$ cat src/rtl/cmf_pkg.sv
// Shared types, constants and the five-value median function of the cross median filter.
// No dependencies; every other file in rtl/ imports this package.
package cmf_pkg;

  localparam int CHAN_W            = 8;
  localparam int PIX_W             = 4 * CHAN_W;
  localparam int CFG_WIDTH_W       = 12;
  localparam int CFG_HEIGHT_W      = 16;
  localparam int CFG_DATA_W        = 16;
  localparam int CFG_INDEX_W       = 1;
  localparam int MAX_WIDTH_DEFAULT = 2048;

  localparam logic [CFG_WIDTH_W-1:0]  DEFAULT_FRAME_WIDTH  = 12'd640;
  localparam logic [CFG_HEIGHT_W-1:0] DEFAULT_FRAME_HEIGHT = 16'd480;

  // Register indexes on the configuration port
  localparam logic [CFG_INDEX_W-1:0] REG_FRAME_WIDTH  = 1'b0;
  localparam logic [CFG_INDEX_W-1:0] REG_FRAME_HEIGHT = 1'b1;

  // Item kinds on the pixel channel
  localparam logic KIND_PIXEL = 1'b0;
  localparam logic KIND_FLUSH = 1'b1;

  // How an optional neighborhood slot enters the median: its own value, or a
  // low or high pad that keeps the upper-middle element in the center
  localparam logic [1:0] SLOT_USE  = 2'd0;
  localparam logic [1:0] SLOT_LOW  = 2'd1;
  localparam logic [1:0] SLOT_HIGH = 2'd2;

  typedef logic [PIX_W-1:0] pixel_t;  // red in [7:0] up to alpha in [31:24]

  typedef struct packed {
    logic              kind;
    logic [CHAN_W-1:0] red_in;
    logic [CHAN_W-1:0] green_in;
    logic [CHAN_W-1:0] blue_in;
    logic [CHAN_W-1:0] alpha_in;
  } pix_word_t;

  typedef struct packed {
    logic [CHAN_W-1:0] red_out;
    logic [CHAN_W-1:0] green_out;
    logic [CHAN_W-1:0] blue_out;
    logic [CHAN_W-1:0] alpha_out;
    logic              frame_end;
  } res_word_t;

  // One column of the two line stores
  typedef struct packed {
    pixel_t up;
    pixel_t mid;
  } line_entry_t;

  // Decision for one accepted word
  typedef struct packed {
    logic            flush;
    logic            write;
    logic            produce;
    logic            frame_end;
    logic [3:0][1:0] fill;
  } step_t;

  // Median of five bytes: drop the smallest of the first four, then take the
  // second smallest of the remaining four
  function automatic logic [CHAN_W-1:0] median5(input logic [CHAN_W-1:0] a,
                                                input logic [CHAN_W-1:0] b,
                                                input logic [CHAN_W-1:0] c,
                                                input logic [CHAN_W-1:0] d,
                                                input logic [CHAN_W-1:0] e);
    logic [CHAN_W-1:0] p0, p1, q0, q1, x0, x1, y, r0, r1;
    p0 = (a < b) ? a : b;
    p1 = (a < b) ? b : a;
    q0 = (c < d) ? c : d;
    q1 = (c < d) ? d : c;
    if (p0 <= q0) begin
      x0 = q0;
      x1 = q1;
      y  = p1;
    end else begin
      x0 = p0;
      x1 = p1;
      y  = q1;
    end
    r0 = (e < y) ? e : y;
    r1 = (e < y) ? y : e;
    if (r0 <= x0) begin
      return (r1 < x0) ? r1 : x0;
    end
    return (r0 < x1) ? r0 : x1;
  endfunction

endpackage

$ cat src/rtl/cmf_ctrl.sv
// Configuration registers, position counters and per-word step decision.
// Depends on cmf_pkg.
module cmf_ctrl
  import cmf_pkg::*;
#(
  parameter int MAX_WIDTH = MAX_WIDTH_DEFAULT,
  localparam int AW = $clog2(MAX_WIDTH)
) (
  input  logic                   clk,
  input  logic                   rst,
  input  logic                   cfg_write,
  input  logic [CFG_INDEX_W-1:0] cfg_index,
  input  logic [CFG_DATA_W-1:0]  cfg_data,
  input  logic                   accept,
  input  logic                   kind,
  output step_t                  step,
  output logic [AW-1:0]          col,
  output logic [AW-1:0]          col_right
);

  localparam int WC = (AW + 1 > CFG_WIDTH_W) ? AW + 1 : CFG_WIDTH_W;

  logic [CFG_WIDTH_W-1:0]  frame_width;
  logic [CFG_HEIGHT_W-1:0] frame_height;
  logic [AW-1:0]           in_column, in_column_next;
  logic [CFG_HEIGHT_W-1:0] in_row, in_row_next;
  logic [AW-1:0]           out_column, out_column_next;

  logic [WC-1:0]           w;
  logic [CFG_HEIGHT_W-1:0] h;
  logic                    pix_wrap;
  logic [AW-1:0]           c_pix;
  logic [CFG_HEIGHT_W-1:0] r_pix;
  logic [CFG_HEIGHT_W:0]   r_pix_inc;
  logic                    live;
  logic                    drain;
  logic                    over;
  logic [AW-1:0]           c;
  logic [AW:0]             c_inc;
  logic                    eol;
  logic [3:0]              present;
  logic [1:0]              miss;

  // Write configuration registers
  always_ff @(posedge clk) begin
    if (rst) begin
      frame_width  <= DEFAULT_FRAME_WIDTH;
      frame_height <= DEFAULT_FRAME_HEIGHT;
    end else if (cfg_write) begin
      case (cfg_index)
        REG_FRAME_WIDTH:  frame_width  <= cfg_data[CFG_WIDTH_W-1:0];
        REG_FRAME_HEIGHT: frame_height <= cfg_data[CFG_HEIGHT_W-1:0];
        default: ;
      endcase
    end
  end

  // Clamp frame size to the range in use
  always_comb begin
    if (frame_width == '0) begin
      w = WC'(1);
    end else if (WC'(frame_width) > WC'(MAX_WIDTH)) begin
      w = WC'(MAX_WIDTH);
    end else begin
      w = WC'(frame_width);
    end
    h = (frame_height == '0) ? CFG_HEIGHT_W'(1) : frame_height;
  end

  // Position of a pixel word, after an early row end
  assign pix_wrap  = WC'(in_column) >= w;
  assign c_pix     = pix_wrap ? '0 : in_column;
  assign r_pix     = pix_wrap ? CFG_HEIGHT_W'(in_row + 1'b1) : in_row;
  assign r_pix_inc = {1'b0, r_pix} + 1'b1;
  assign live      = r_pix < h;

  // Drain state for flush ticks
  assign drain = in_row >= h;
  assign over  = WC'(out_column) >= w;

  // Column shared by both kinds
  assign c         = (kind == KIND_FLUSH) ? out_column : c_pix;
  assign c_inc     = {1'b0, c} + 1'b1;
  assign eol       = WC'(c_inc) >= w;
  assign col       = c;
  assign col_right = c_inc[AW-1:0];

  // Decide what this word does and which neighbors exist
  always_comb begin
    step.flush     = (kind == KIND_FLUSH);
    step.write     = 1'b0;
    step.produce   = 1'b0;
    step.frame_end = 1'b0;
    if (kind == KIND_FLUSH) begin
      step.produce   = drain && !over;
      step.frame_end = drain && !over && eol;
      present        = {!eol, (c != '0), 1'b0, (h > CFG_HEIGHT_W'(1))};
    end else begin
      step.write   = live;
      step.produce = live && (r_pix != '0);
      present      = {!eol, (c != '0), (r_pix > CFG_HEIGHT_W'(1)), 1'b1};
    end
    // Pad missing slots high, low, high, low so the upper middle stays central
    miss = '0;
    for (int i = 0; i < 4; i++) begin
      if (present[i]) begin
        step.fill[i] = SLOT_USE;
      end else begin
        step.fill[i] = miss[0] ? SLOT_LOW : SLOT_HIGH;
        miss         = miss + 1'b1;
      end
    end
  end

  // Advance position counters
  always_comb begin
    in_column_next  = in_column;
    in_row_next     = in_row;
    out_column_next = out_column;
    if (kind == KIND_FLUSH) begin
      if (drain) begin
        if (over || eol) begin
          in_column_next  = '0;
          in_row_next     = '0;
          out_column_next = '0;
        end else begin
          out_column_next = c_inc[AW-1:0];
        end
      end
    end else begin
      in_column_next = c_pix;
      in_row_next    = r_pix;
      if (live) begin
        if (r_pix != '0) begin
          out_column_next = eol ? '0 : c_inc[AW-1:0];
        end
        if (eol) begin
          in_column_next = '0;
          in_row_next    = r_pix_inc[CFG_HEIGHT_W-1:0];
          if (r_pix_inc >= {1'b0, h}) begin
            out_column_next = '0;
          end
        end else begin
          in_column_next = c_inc[AW-1:0];
        end
      end
    end
  end

  always_ff @(posedge clk) begin
    if (rst) begin
      in_column  <= '0;
      in_row     <= '0;
      out_column <= '0;
    end else if (accept) begin
      in_column  <= in_column_next;
      in_row     <= in_row_next;
      out_column <= out_column_next;
    end
  end

  // The last result of a frame returns every counter to the origin
  a_frame_end_clears : assert property (@(posedge clk) disable iff (rst)
    (accept && kind == KIND_FLUSH && step.produce && step.frame_end) |=>
    (in_column == '0 && in_row == '0 && out_column == '0))
    else $error("counters not cleared after frame end");

endmodule

$ cat config.mk
export PLATFORM = sky130hd
export DESIGN_NAME = cmf_ctrl
export DESIGN_NICKNAME = d
export VERILOG_FILES = /design/src/rtl/cmf_pkg.sv /design/src/rtl/cmf_ctrl.sv
export SDC_FILE = /design/constraint.sdc
export NUM_CORES = 1
export LEC_CHECK = 0
export CORE_MARGIN = 2
export CORE_UTILIZATION = 49
export CTS_CLUSTER_DIAMETER = 60
export CTS_CLUSTER_SIZE = 40
export DETAILED_ROUTE_END_ITERATION = 10
export DONT_BUFFER_PORTS = 1
export MAX_ROUTING_LAYER = met4
export SETUP_SLACK_MARGIN = 0.1
export SYNTH_ARGS = -nofsm -noshare
export SYNTH_HDL_FRONTEND = slang
export SYNTH_SLANG_ARGS = --single-unit
$ cat constraint.sdc
create_clock -name clk -period 11.4 [get_ports clk]
set_clock_uncertainty 0.15 [all_clocks]
set_input_delay 1.14 -clock clk [delete_from_list [all_inputs] [get_ports clk]]
set_output_delay 1.14 -clock clk [all_outputs]
set_load 0.01 [all_outputs]
==> flow_summary.toml <==
[setup_path]
start_kind = "flop"
worstReg2RegStart = "frame_width[2]"
arrival_ps = 6600
rr_worst_depth = 24
reg2reg_slack_ps = 3760
r2r_end = "in_column[0]"
worst_ep_required_time_ps = 10110
path_max_fanout = 11
criticalPathCategory = "reg -> out"
cp-end-kind = "output port"

[clocking]
postCtsHoldBufs = 0
htreeDepth = 3
cts_resized = 0
clockBufferDepth = 2
cts_setup_buffers = 0
root_buffer = "clkbuf_16"
cts.sinks = 66
clkTransAtPathRegs_ps = 60
cts_tree = "built"
cts_buffers = 9
clock_latency_ps = 350

[synthesis]
synth_compound_area_frac = 0.224
synth-main-ff-cell = "dfxtp_1"
muxShareOfSynthArea = 0.00673
synth-adder-area-share = 0.183
synth_area_leaders = "dfxtp_1, ha_1, nand2_1, xnor2_1, a21oi_1"
ys_warn_count = 0
avgSynthCellArea_um2 = 7.66
synth_edf_count = 0
async_flop_share = 0
ys_types = 70
mappedNetlistArea_mm2 = 0.00614
ys_seq_area_frac = 0.215
yosysTopAreaCellShare = 0.215
synth_fp_nets = 913
synthCells = 801
synthSimpleGateAreaFrac = 0.238
synth_seq_cells = 66
yosys.area.top_type = "dfxtp_1"
synth_top_family_by_area = "simple AND/OR/NAND/NOR gates"
synthXorXnorAreaFrac = 0.0713

[global_route]
antenna_found_initial = 0
grt.total_usage = 0.307
grt_max_degree = 46
gr-total-overflow = 0
grt_pass1_wl_mm = 30.4
grt_pass1_vias = 5586

[timing]
setup_tns_ps = 0
rsz0062_at_grt = "false"
fin_crit_ps = 7890
setup_violations = 0
min_period_over_period = 0.692
tightest_slew_ps = 961
max_freq_mhz = 127
hold_violations = 0
drv_slew = 0
relSlewSlack = 0.357

[power]
peakVddDrop_mv = 0.0795
intPower_uw = 494
p_seq_frac = 0.358
combPwrFrac = 0.159
swShare = 0.285
switchingPower_uw = 197
leakage_nw = 2.72
p_clk_frac = 0.483
power_density_mw_per_mm2 = 105

[run]
drv_cap = 0

[finish]
fin_nets = 888
n_antenna_cell = 0
area_growth_pct = 6.77
fillerInstances = 1189
multiInputGateArea_mm2 = 0.00444
mostFrequentLayoutCell = "nand2_1"
seqCellArea_mm2 = 0.00132
layout_common_cells = "nand2_1, ha_1, dfxtp_1"
layout-drive-gt1-share = 0.0448
postLayoutCoreUtil = 0.541

[die]
start_util = 0.507
die-area_mm2 = 0.0134
fp.dieH_um = 116
fp.coreArea_mm2 = 0.0121
die_x_um = 116
ioPinCount = 56
core.rowCount = 40

[hold_path]
hold_depth = 2
hold_path.class = "reg -> reg"
min_to = "frame_height[0]"
min_from = "frame_height[0]"

[run_status]
status = "complete, no violations"

[place]
port_buffers = 0
routabilityCongestion = 0.996
detailed_place_hpwl_mm = 15.3

[route]
dr.pass1.iters = 5
drt_first_iter_violations = 625
drt-met1-wl_mm = 8.88
wl_met3_mm = 1.83
wirelength_mm = 19.6
postRouteAntennaNets = 0
dr_total_vias = 5972
highest_layer = "met4"
wl_met2_mm = 8.46
remaining_drc_errors = 0
vias_per_cell = 6.29
post_drt_wl_per_cell_um = 20.7
## kinds of logic after synthesis
logic type	count (synthesis)
xor gates and xnor gates	50
other	1
AOI/OAI and AO/OA	200
buffers and inverters	94
adders and majority gates	90
and+or+nand+nor	296
muxes	4
DFF	66
## per-stage QoR
stage	std cells	area, um^2	total power, mW	worst slack [ps]	hold WS [ps]
after floorplan	801	6140	0.334	4890	281
after global placement	933	6200	0.357	4080	288
after detailed placement	933	6200	0.359	3950	291
after CTS	949	6550	0.690	3570	299
after global routing	949	6550	0.714	3120	309
final	949	6550	0.691	3510	305
## worst max path at each step
stage	end	slack, ps	from	depth (start not counted)
after floorplan	step[8]	4890	frame_width[2]	22
after global placement	in_column[0]	4080	frame_width[6]	24
after detailed placement	step[8]	3950	frame_width[2]	21
after CTS	step[8]	3570	frame_width[2]	21
after global routing	step[8]	3120	frame_width[6]	21
final	step[8]	3510	frame_width[2]	21
## critical path, cell delays in order (launching register included)
cell	delay (ps)
dfxtp_1	330
nor4_1	310
a31oi_1	120
nor2_1	210
ha_1	270
nand2b_1	150
a2111oi_2	630
nor4_4	170
nor3_1	200
buf_4	230
a22oi_1	220
inv_1	230
ha_1	210
a21boi_0	540
nand4_1	190
xnor2_1	700
ha_1	300
nor4_1	60
nand2_1	80
a211oi_1	50
o41a_1	600
nor3_1	440
## synth_stat cells, types with 4 or more instances
| cell | count |
|---|---|
| nand2_1 | 106 |
| ha_1 | 90 |
| dfxtp_1 | 66 |
| nor2_1 | 62 |
| a21oi_1 | 56 |
| inv_1 | 54 |
| xnor2_1 | 42 |
| clkbuf_1 | 31 |
| nand3_1 | 28 |
| o21ai_0 | 22 |
| nand4_1 | 20 |
| a22oi_1 | 16 |
| a21o_1 | 15 |
| a22o_1 | 15 |
| nor4_1 | 13 |
| a31oi_1 | 12 |
| nor2b_1 | 11 |
| nor3_1 | 11 |
| o211ai_1 | 11 |
| nand2b_1 | 9 |
| o2bb2ai_1 | 9 |
| and2_1 | 8 |
| xor2_1 | 8 |
| a211oi_1 | 6 |
| and3_1 | 6 |
| o21a_1 | 6 |
| o22ai_1 | 4 |
## metal layers
metal | track usage | vias up
li1 | - | 2837
met1 | 0.411 | 2811
met2 | 0.451 | 281
met3 | 0.0800 | 43
met4 | 0.104 | 0
met5 | - | -
## cell type report
class	instances	share of cell area
Clock inverter	7	0.0189
Timing Repair Buffer	3	0.00344
Clock buffer	9	0.0344
Multi-Input combinational cell	641	0.678
Tap cell	168	0.0321
Sequential cell	66	0.202
Inverter	55	0.0315
## sequential cells by signal (all words and copies together), names as in the netlist
name and count:
frame_height 16, in_row 16, frame_width 12, in_column 11
out_column 11
## power by group through the flow
stage	combinational [mW]	clock [mW]	sequential [mW]
3_3_place_gp	0.105	0	0.252
6_report	0.110	0.333	0.247
2_1_floorplan	0.0846	0	0.249
4_1_cts	0.108	0.336	0.247
5_1_grt	0.121	0.345	0.248
3_5_place_dp	0.107	0	0.252
Note: power is estimated with default switching activity, not from simulation.
