<file path="src/rtl/cmf_pkg.sv">
// Shared types, constants and the five-value median function of the cross median filter.
// No dependencies; every other file in rtl/ imports this package.
package cmf_pkg;

  localparam int CHAN_W            = 8;
  localparam int PIX_W             = 4 * CHAN_W;
  localparam int CFG_WIDTH_W       = 12;
  localparam int CFG_HEIGHT_W      = 16;
  localparam int CFG_DATA_W        = 16;
  localparam int CFG_INDEX_W       = 1;
  localparam int MAX_WIDTH_DEFAULT = 2048;

  localparam logic [CFG_WIDTH_W-1:0]  DEFAULT_FRAME_WIDTH  = 12'd640;
  localparam logic [CFG_HEIGHT_W-1:0] DEFAULT_FRAME_HEIGHT = 16'd480;

  // Register indexes on the configuration port
  localparam logic [CFG_INDEX_W-1:0] REG_FRAME_WIDTH  = 1'b0;
  localparam logic [CFG_INDEX_W-1:0] REG_FRAME_HEIGHT = 1'b1;

  // Item kinds on the pixel channel
  localparam logic KIND_PIXEL = 1'b0;
  localparam logic KIND_FLUSH = 1'b1;

  // How an optional neighborhood slot enters the median: its own value, or a
  // low or high pad that keeps the upper-middle element in the center
  localparam logic [1:0] SLOT_USE  = 2'd0;
  localparam logic [1:0] SLOT_LOW  = 2'd1;
  localparam logic [1:0] SLOT_HIGH = 2'd2;

  typedef logic [PIX_W-1:0] pixel_t;  // red in [7:0] up to alpha in [31:24]

  typedef struct packed {
    logic              kind;
    logic [CHAN_W-1:0] red_in;
    logic [CHAN_W-1:0] green_in;
    logic [CHAN_W-1:0] blue_in;
    logic [CHAN_W-1:0] alpha_in;
  } pix_word_t;

  typedef struct packed {
    logic [CHAN_W-1:0] red_out;
    logic [CHAN_W-1:0] green_out;
    logic [CHAN_W-1:0] blue_out;
    logic [CHAN_W-1:0] alpha_out;
    logic              frame_end;
  } res_word_t;

  // One column of the two line stores
  typedef struct packed {
    pixel_t up;
    pixel_t mid;
  } line_entry_t;

  // Decision for one accepted word
  typedef struct packed {
    logic            flush;
    logic            write;
    logic            produce;
    logic            frame_end;
    logic [3:0][1:0] fill;
  } step_t;

  // Median of five bytes: drop the smallest of the first four, then take the
  // second smallest of the remaining four
  function automatic logic [CHAN_W-1:0] median5(input logic [CHAN_W-1:0] a,
                                                input logic [CHAN_W-1:0] b,
                                                input logic [CHAN_W-1:0] c,
                                                input logic [CHAN_W-1:0] d,
                                                input logic [CHAN_W-1:0] e);
    logic [CHAN_W-1:0] p0, p1, q0, q1, x0, x1, y, r0, r1;
    p0 = (a < b) ? a : b;
    p1 = (a < b) ? b : a;
    q0 = (c < d) ? c : d;
    q1 = (c < d) ? d : c;
    if (p0 <= q0) begin
      x0 = q0;
      x1 = q1;
      y  = p1;
    end else begin
      x0 = p0;
      x1 = p1;
      y  = q1;
    end
    r0 = (e < y) ? e : y;
    r1 = (e < y) ? y : e;
    if (r0 <= x0) begin
      return (r1 < x0) ? r1 : x0;
    end
    return (r0 < x1) ? r0 : x1;
  endfunction

endpackage

</file>
<file path="src/rtl/cmf_median.sv">
// Per-channel five-point median with padding of missing neighbors.
// Depends on cmf_pkg (median5, slot codes).
module cmf_median
  import cmf_pkg::*;
(
  input  pixel_t          center,
  input  pixel_t          nbr [4],
  input  logic [3:0][1:0] fill,
  output pixel_t          med
);

  logic [CHAN_W-1:0] v [4][4];

  // Substitute pads for missing neighbors
  always_comb begin
    for (int ch = 0; ch < 4; ch++) begin
      for (int i = 0; i < 4; i++) begin
        case (fill[i])
          SLOT_USE:  v[ch][i] = nbr[i][CHAN_W*ch +: CHAN_W];
          SLOT_LOW:  v[ch][i] = '0;
          SLOT_HIGH: v[ch][i] = '1;
          default:   v[ch][i] = nbr[i][CHAN_W*ch +: CHAN_W];
        endcase
      end
    end
  end

  // Select the median of each channel
  always_comb begin
    for (int ch = 0; ch < 4; ch++) begin
      med[CHAN_W*ch +: CHAN_W] = median5(center[CHAN_W*ch +: CHAN_W],
                                         v[ch][0], v[ch][1], v[ch][2], v[ch][3]);
    end
  end

endmodule

</file>
<file path="config.mk">
export PLATFORM = sky130hd
export DESIGN_NAME = cmf_median
export DESIGN_NICKNAME = d
export VERILOG_FILES = /design/src/rtl/cmf_pkg.sv /design/src/rtl/cmf_median.sv
export SDC_FILE = /design/constraint.sdc
export NUM_CORES = 1
export LEC_CHECK = 0
export ABC_CLOCK_PERIOD_IN_PS = 18600
export BUFFER_PORTS_ARGS = -buffer_cell sky130_fd_sc_hd__buf_2
export CORE_MARGIN = 4
export CORE_UTILIZATION = 60
export DETAILED_ROUTE_END_ITERATION = 10
export PLACE_DENSITY_LB_ADDON = 0.25
export SETUP_SLACK_MARGIN = 0.05
export SYNTH_ARGS = -nofsm -noshare
export SYNTH_HDL_FRONTEND = slang
export SYNTH_SLANG_ARGS = --single-unit
export TNS_END_PERCENT = 1
</file>
<file path="constraint.sdc">
create_clock -name vclk -period 18.6
set_input_delay 0.93 -clock vclk [all_inputs]
set_output_delay 0.93 -clock vclk [all_outputs]
set_load 0.01 [all_outputs]
</file>
==> impl_metrics.toml, run 1 <==
[outcome]
status = "completed"

[routing]
wl_um = 34100
drc = 0
routed-via-count = 11700
drtAntennaViolNets = 0
viasPerCell = 6.15
drt_iter0_markers = 918
firstDrtPassIters = 6
post_drt_wl_per_cell_um = 17.8

[synth]
synth_xor_area_frac = 0.00908
yosysWarnings = 0
ys_seq_area_frac = 0
syn_inst = 1540
synth_area_per_cell_sq_um = 6.89
synth_mux_area_frac = 0.221
synth_area_leaders = "ha_1 (23%), mux2i_1 (17%), a21oi_1 (10%)"
netlist_area_sq_um = 10600
yosysTopAreaCellShare = 0.226
synth_compound_area_frac = 0.274
synth.top_cells.by_count = "a21oi_1 (213), ha_1 (192), mux2i_1 (181)"
synth_most_common_cell = "a21oi_1"
yosys.cell_types.count = 79
synth_fp_nets = 1900
synth_top_family_by_area = "compound AO/OA/AOI/OAI gates"
synth_largest_area_cell = "ha_1"
synthAdderAreaFrac = 0.234
yosys.area_share.simple = 0.179

[cells_and_area]
syn2layout_area_growth_pct = 10.8
drive_gt1_frac = 0.177
seq_area_sq_um = 0
seq_cell_count = 0
clock_buffers = 0
nets = 2045
fill_cells = 1579
final_area_sq_um = 11700

[grt]
grt_pass1_vias = 11100
grt_pass1_wl_um = 54300
gr-total-overflow = 0
antenna_found_initial = 5
grt.total_usage = 0.325
grt_max_degree = 41

[worst_hold_path]
hp-class = "in2out"

[clocking]
ctsHoldBuffers = 0
cts_resized = 0
postCtsSetupBuffers = 0

[pwr]
p_total_mw = 2.62
ir_worst_vdd_mv = 0.213
power_density_nw_per_um2 = 223
power.leakage_nw = 6.47

[critical_path]
crit_type = "in2out"
path_common_cell = "ha_1"
startpoint_type = "primary input"
end_kind = "primary output"
max_stage_delay_ps = 810
cp_top_family = "simple AND/OR/NAND/NOR gates"
crit_fanout = 40
critical_path.slowest_cell = "nor2b_1"
worst_ep_required_time_ps = 17670
path_buf_inv = 5
crit_arrival_ps = 10750

[timing]
finalSetupViolations = 0
tightest_slew_ps = 1210
min_period_over_period = 0.628
slew_headroom = 0.188
max_freq_mhz = 85.6
min_period_ps = 11680
final-hold-violation-count = 0
report.final.slew_viol_count = 0
rsz0062_at_grt = "false"
hold_slack_ps = 2600
fin_setup_tns_ps = 0

[run]
max-cap-violations = 0

[floorplanning]
num_rows = 48
io_pins = 200
die_area_sq_um = 19900
fp.dieW_um = 141
initial_core_util = 0.613
die_h_um = 141
core_sq_um = 17300

[placed_design]
gp_congestion = 0.965
port_buffers = 200
dpl.hpwl_um = 28900
placed_area_sq_um = 11700
## metrics by stage
stage                     instances  setup WS (ps)   util
after floorplan                1540           8060      -
after global placement         1908           7300  0.679
after detailed placement       1908           7130  0.679
after CTS                      1908           7090  0.679
after global routing           1910           6180  0.679
final                          1911           6920  0.679
## path summary, 6_finish.rpt
check | to | slack, ps | start | cells after the start
hold / removal | med[28] | 2600 | center[28] | 7
setup / recovery | med[26] | 6920 | fill[4] | 34
## metal layers
metal	wire, um	GRT usage	part of all wire	vias to the layer above
li1	-	-	-	5847
met1	15300	0.448	0.45	5322
met2	15200	0.544	0.45	494
met3	2610	0.0299	0.077	79
met4	940	0.0821	0.028	6
met5	34	0	0.0010	-
## cell families (layout without fill, tap and decap cells)
group                      Yosys count  after routing
other                                0              3
xor gates and xnor gates            11             11
muxes                              227            227
and+or+nand+nor                    412            412
adders and majority gates          200            200
buffers and inverters              227            370
AOI/OAI and AO/OA                  463            463
## worst min-delay path, cell delays in order
cell	delay [ps]
buf_2	110
mux2i_1	70
inv_1	70
a21o_1	160
mux2i_1	80
mux2i_1	120
buf_2	140
## where the power goes
| group | leakage [nW] | internal (mW) | switching, mW | total, mW |
|---|---|---|---|---|
| clock network | 0.0000190 | 0.0000000216 | 0 | 0.0000000216 |
| logic | 6.47 | 1.11 | 1.50 | 2.62 |
| registers | 0 | 0 | 0 | 0 |
## area by class of cell
| type | instances | area, sq um | share of cell area |
|---|---|---|---|
| Multi-Input combinational cell | 1313 | 9770 | 0.831 |
| Antenna cell | 3 | 7.51 | 0.000639 |
| Tap cell | 225 | 282 | 0.0240 |
| Inverter | 156 | 586 | 0.0498 |
| Timing Repair Buffer | 214 | 1110 | 0.0941 |
## layout by cell type (no fill, tap or decap), types with 8 or more instances in the layout
master / count
a211oi_1: 14
a21o_1: 61
a21oi_1: 213
and2_1: 8
buf_2: 200
buf_4: 14
ha_1: 192
inv_1: 156
mux2_2: 42
mux2i_1: 181
nand2_1: 129
nand2b_1: 9
nand3_1: 21
nand4_1: 23
nor2_1: 160
nor2b_1: 17
nor3_1: 13
o211ai_1: 11
o21a_1: 12
o21ai_0: 82
xnor2_1: 9
(Power assumes the default switching activity.)
==> run 2, diff against run 1 <==
- ABC_CLOCK_PERIOD_IN_PS: 18600 -> 10700
- CORE_UTILIZATION: 60 -> 54
- clock period: 18.6 -> 10.7 ns (I/O delays scaled with it)
==> impl_metrics.toml, run 2 (synthesized netlist as in run 1, its figures left out) <==
[critical_path]
end_kind = "primary output"
crit_type = "in2out"
worst_ep_required_time_ps = 10170
path_common_cell = "ha_1"
crit_fanout = 21
critical_path.slowest_cell = "a21oi_2"
max_stage_delay_ps = 770
startpoint_type = "primary input"
crit_arrival_ps = 9420

[timing]
finalSetupViolations = 0
tightest_slew_ps = 1220
slew_headroom = 0.181
max_freq_mhz = 100
rsz0062_at_grt = "true"
fin_ws_ps = 746
final-hold-violation-count = 0
min_period_ps = 9950
min_period_over_period = 0.930
fin_setup_tns_ps = 0
report.final.slew_viol_count = 0

[grt]
met2_usage = 0.500
busiest_layer = "met2"
grtUsageMet1 = 0.403
grt_pass1_wl_um = 53800
grt_util_met3 = 0.0238
grt.total_usage = 0.292
grt_pass1_vias = 10800
antenna_found_initial = 2
grt_max_degree = 40
gr-total-overflow = 0

[cells_and_area]
layout_commonest_cell = "a21oi_1"
nets = 2052
multi_input_area_sq_um = 9790
instances_no_fill = 1953
clock_buffers = 0
fill_cells = 1889
most-common-layout-cells = "a21oi_1 (213), buf_2 (200), ha_1 (192)"
seq_cell_count = 0
syn2layout_area_growth_pct = 11.8
drive_gt1_frac = 0.181
seq_area_sq_um = 0

[routing]
drt_iter0_markers = 652
post_drt_wl_per_cell_um = 17.5
firstDrtPassIters = 8
wl_um = 34100
viasPerCell = 5.89
drc = 0
drtAntennaViolNets = 0
routed-via-count = 11500

[placed_design]
dp_slack_ps = 702
dpl.hpwl_um = 29000
dpl.cell_count = 1950
gp_congestion = 0.959
port_buffers = 200

[pwr]
power.leakage_nw = 6.51
power_density_nw_per_um2 = 383
ir_worst_vdd_mv = 0.400
p_total_mw = 4.54

[floorplanning]
initial_core_util = 0.558
core_sq_um = 19000
io_pins = 200
die_h_um = 148
die_area_sq_um = 21900
num_rows = 50
fp.dieW_um = 148

[outcome]
status = "completed"

[clocking]
cts_resized = 0
ctsHoldBuffers = 0
postCtsSetupBuffers = 0

[run]
max-cap-violations = 0

[worst_hold_path]
hp-class = "in2out"
## run 2: worst max-delay path, delay by kind of cell
kind	cells	cell delay, ps
AOI/OAI and AO/OA	13	3520
and+or+nand+nor	8	2110
adders and majority gates	5	1540
buffers and inverters	7	1110
muxes	3	600
## run 2: report_power, final
group	internal, mW	switching (mW)
Sequential	0	0
Combinational	1.95	2.59
Clock	0.0000000375	0
## run 2: area by class of cell
| cell class | count | area share |
|---|---|---|
| multi-input cells | 1313 | 0.825 |
| repair buffers | 221 | 0.0977 |
| inverters | 156 | 0.0494 |
| well taps | 260 | 0.0274 |
| diodes | 3 | 0.000633 |
## run 2: worst paths after layout
check	endpoint	from	slack [ps]	depth (start not counted)
setup / recovery	med[13]	fill[0]	750	36
hold / removal	med[8]	nbr[8]	1790	7
## run 2: stage by stage
stage	hold slack [ps]	area, sq um	util
2_1_floorplan	1530	10600	-
3_3_place_gp	1780	11800	0.623
3_5_place_dp	1790	11800	0.623
4_1_cts	1790	11800	0.623
5_1_grt	1840	11900	0.623
6_report	1790	11900	0.624
## run 2: routing by layer
layer,wire [um],vias to the layer above
li1,-,5855
met1,15400,5222
met2,15600,378
met3,2330,55
met4,765,2
met5,12,-
==> run 3, diff against run 2 <==
==> constraint.sdc (replaced) <==
create_clock -name vclk -period 10.7
set_input_delay 2.14 -clock vclk [all_inputs]
set_output_delay 2.14 -clock vclk [all_outputs]
set_load 0.01 [all_outputs]
==> impl_metrics.toml, run 3 (synthesized netlist as in run 1, its figures left out) <==
[timing]
min_period_over_period = 1.08
max_freq_mhz = 86.2
tightest_slew_ps = 756
final-hold-violation-count = 0
finalSetupViolations = 32
fin_ws_ps = -899
slew_headroom = 0.496
rsz0062_at_grt = "true"
hold_slack_ps = 5020
report.final.slew_viol_count = 0
min_period_ps = 11600

[floorplanning]
fp.dieW_um = 148
core_sq_um = 19000
die_area_sq_um = 21900
initial_core_util = 0.558
io_pins = 200
die_h_um = 148
num_rows = 50

[grt]
antenna_found_initial = 4
grt.total_usage = 0.348
grt_pass1_vias = 13300
grt_pass1_wl_um = 64300
grt_max_degree = 35
gr-total-overflow = 0

[critical_path]
cp_top_family = "compound AO/OA/AOI/OAI gates"
worst_ep_required_time_ps = 8560
critical_path.slowest_cell = "a211o_4"
max_stage_delay_ps = 420
crit_type = "in2out"
startpoint_type = "primary input"
crit_arrival_ps = 9460
end_kind = "primary output"
path_buf_inv = 12
crit_fanout = 8

[cells_and_area]
clock_buffers = 0
fin_util = 0.867
layout_commonest_cell = "buf_4"
seq_cell_count = 0
instances_no_fill = 2344
syn2layout_area_growth_pct = 55.5
final_area_sq_um = 16500
most-common-layout-cells = "buf_4 (371), buf_2 (194), ha_1 (161)"
seq_area_sq_um = 0
nets = 2445
drive_gt1_frac = 0.446

[worst_hold_path]
worstHoldPathCells = 6
hp-class = "in2out"
worstHoldEndpoint = "med[0]"
hold_start = "nbr[0]"

[outcome]
violations = "setup timing"
status = "finished, violations left"

[pwr]
ir_worst_vdd_mv = 0.707
power_density_nw_per_um2 = 415
power.leakage_nw = 8.62

[placed_design]
gp_congestion = 0.988
dpl.cell_count = 2264
port_buffers = 200
dpl.hpwl_um = 34200
placed_area_sq_um = 14700
dp_slack_ps = -689

[routing]
viasPerCell = 6.27
drt_iter0_markers = 1603
routed-via-count = 14700
drc = 0
drtAntennaViolNets = 0
post_drt_wl_per_cell_um = 20.0
wl_um = 46900
firstDrtPassIters = 7

[clocking]
ctsHoldBuffers = 0

[run]
max-cap-violations = 0
==> run 3: cell types whose count changed in the layout (fill, tap and decap cells not counted), moves of 31 or more <==
cell	before	now
a21oi_1	213	153
a21oi_2	3	56
buf_4	21	371
buf_6	0	33
ha_1	192	161
mux2i_1	181	140
==> run 3: layout make-up <==
type / instances / area, sq um
Multi-Input combinational cell: 1316 / 11200
Timing Repair Buffer: 611 / 4380
Fill cell: 1057 / 2520
Inverter: 156 / 593
Tap cell: 260 / 325
Antenna cell: 1 / 2.50
==> run 3: power by group <==
group             total, mW  internal (mW)  switching, mW
combinational          6.85           3.37           3.48
clock          0.0000000125   0.0000000125              0
sequential                0              0              0
==> run 3: how the worst max path moves through the flow <==
stage / startpoint / endpoint / cells past startpoint
after global routing: fill[0] / med[11] / 39
after CTS: fill[5] / med[26] / 36
after detailed placement: fill[4] / med[26] / 37
after global placement: fill[4] / med[26] / 37
final: fill[0] / med[11] / 41
after floorplan: fill[0] / med[26] / 42
==> run 3: worst min-delay path: stages <==
cell     delay [ps]
buf_2            90
a21oi_1         140
a21oi_1         180
mux2i_1          80
mux2i_1         110
buf_2           140
==> run 3: routing by layer <==
metal / global-route usage / routed length [um]
met3: 0.0381 / 4400
met4: 0.100 / 2430
met1: 0.444 / 17700
met5: 0 / 32
met2: 0.621 / 22300
==> run 3: repair_timing <==
action | 4_1_cts | 5_1_grt
pin swaps | 40 | 99
cloned | 3 | 2
setup endpoints to repair | 32 | 32
resized for setup | 89 | 180
setup buffers | 32 | 42
==> run 3: metrics by stage <==
| step | power (mW) | setup TNS, ps |
|---|---|---|
| 2_1_floorplan | 3.72 | -16280 |
| 3_3_place_gp | 5.45 | -13330 |
| 3_5_place_dp | 5.65 | -18410 |
| 4_1_cts | 5.94 | -8330 |
| 5_1_grt | 7.28 | -26680 |
| 6_report | 6.85 | -18500 |
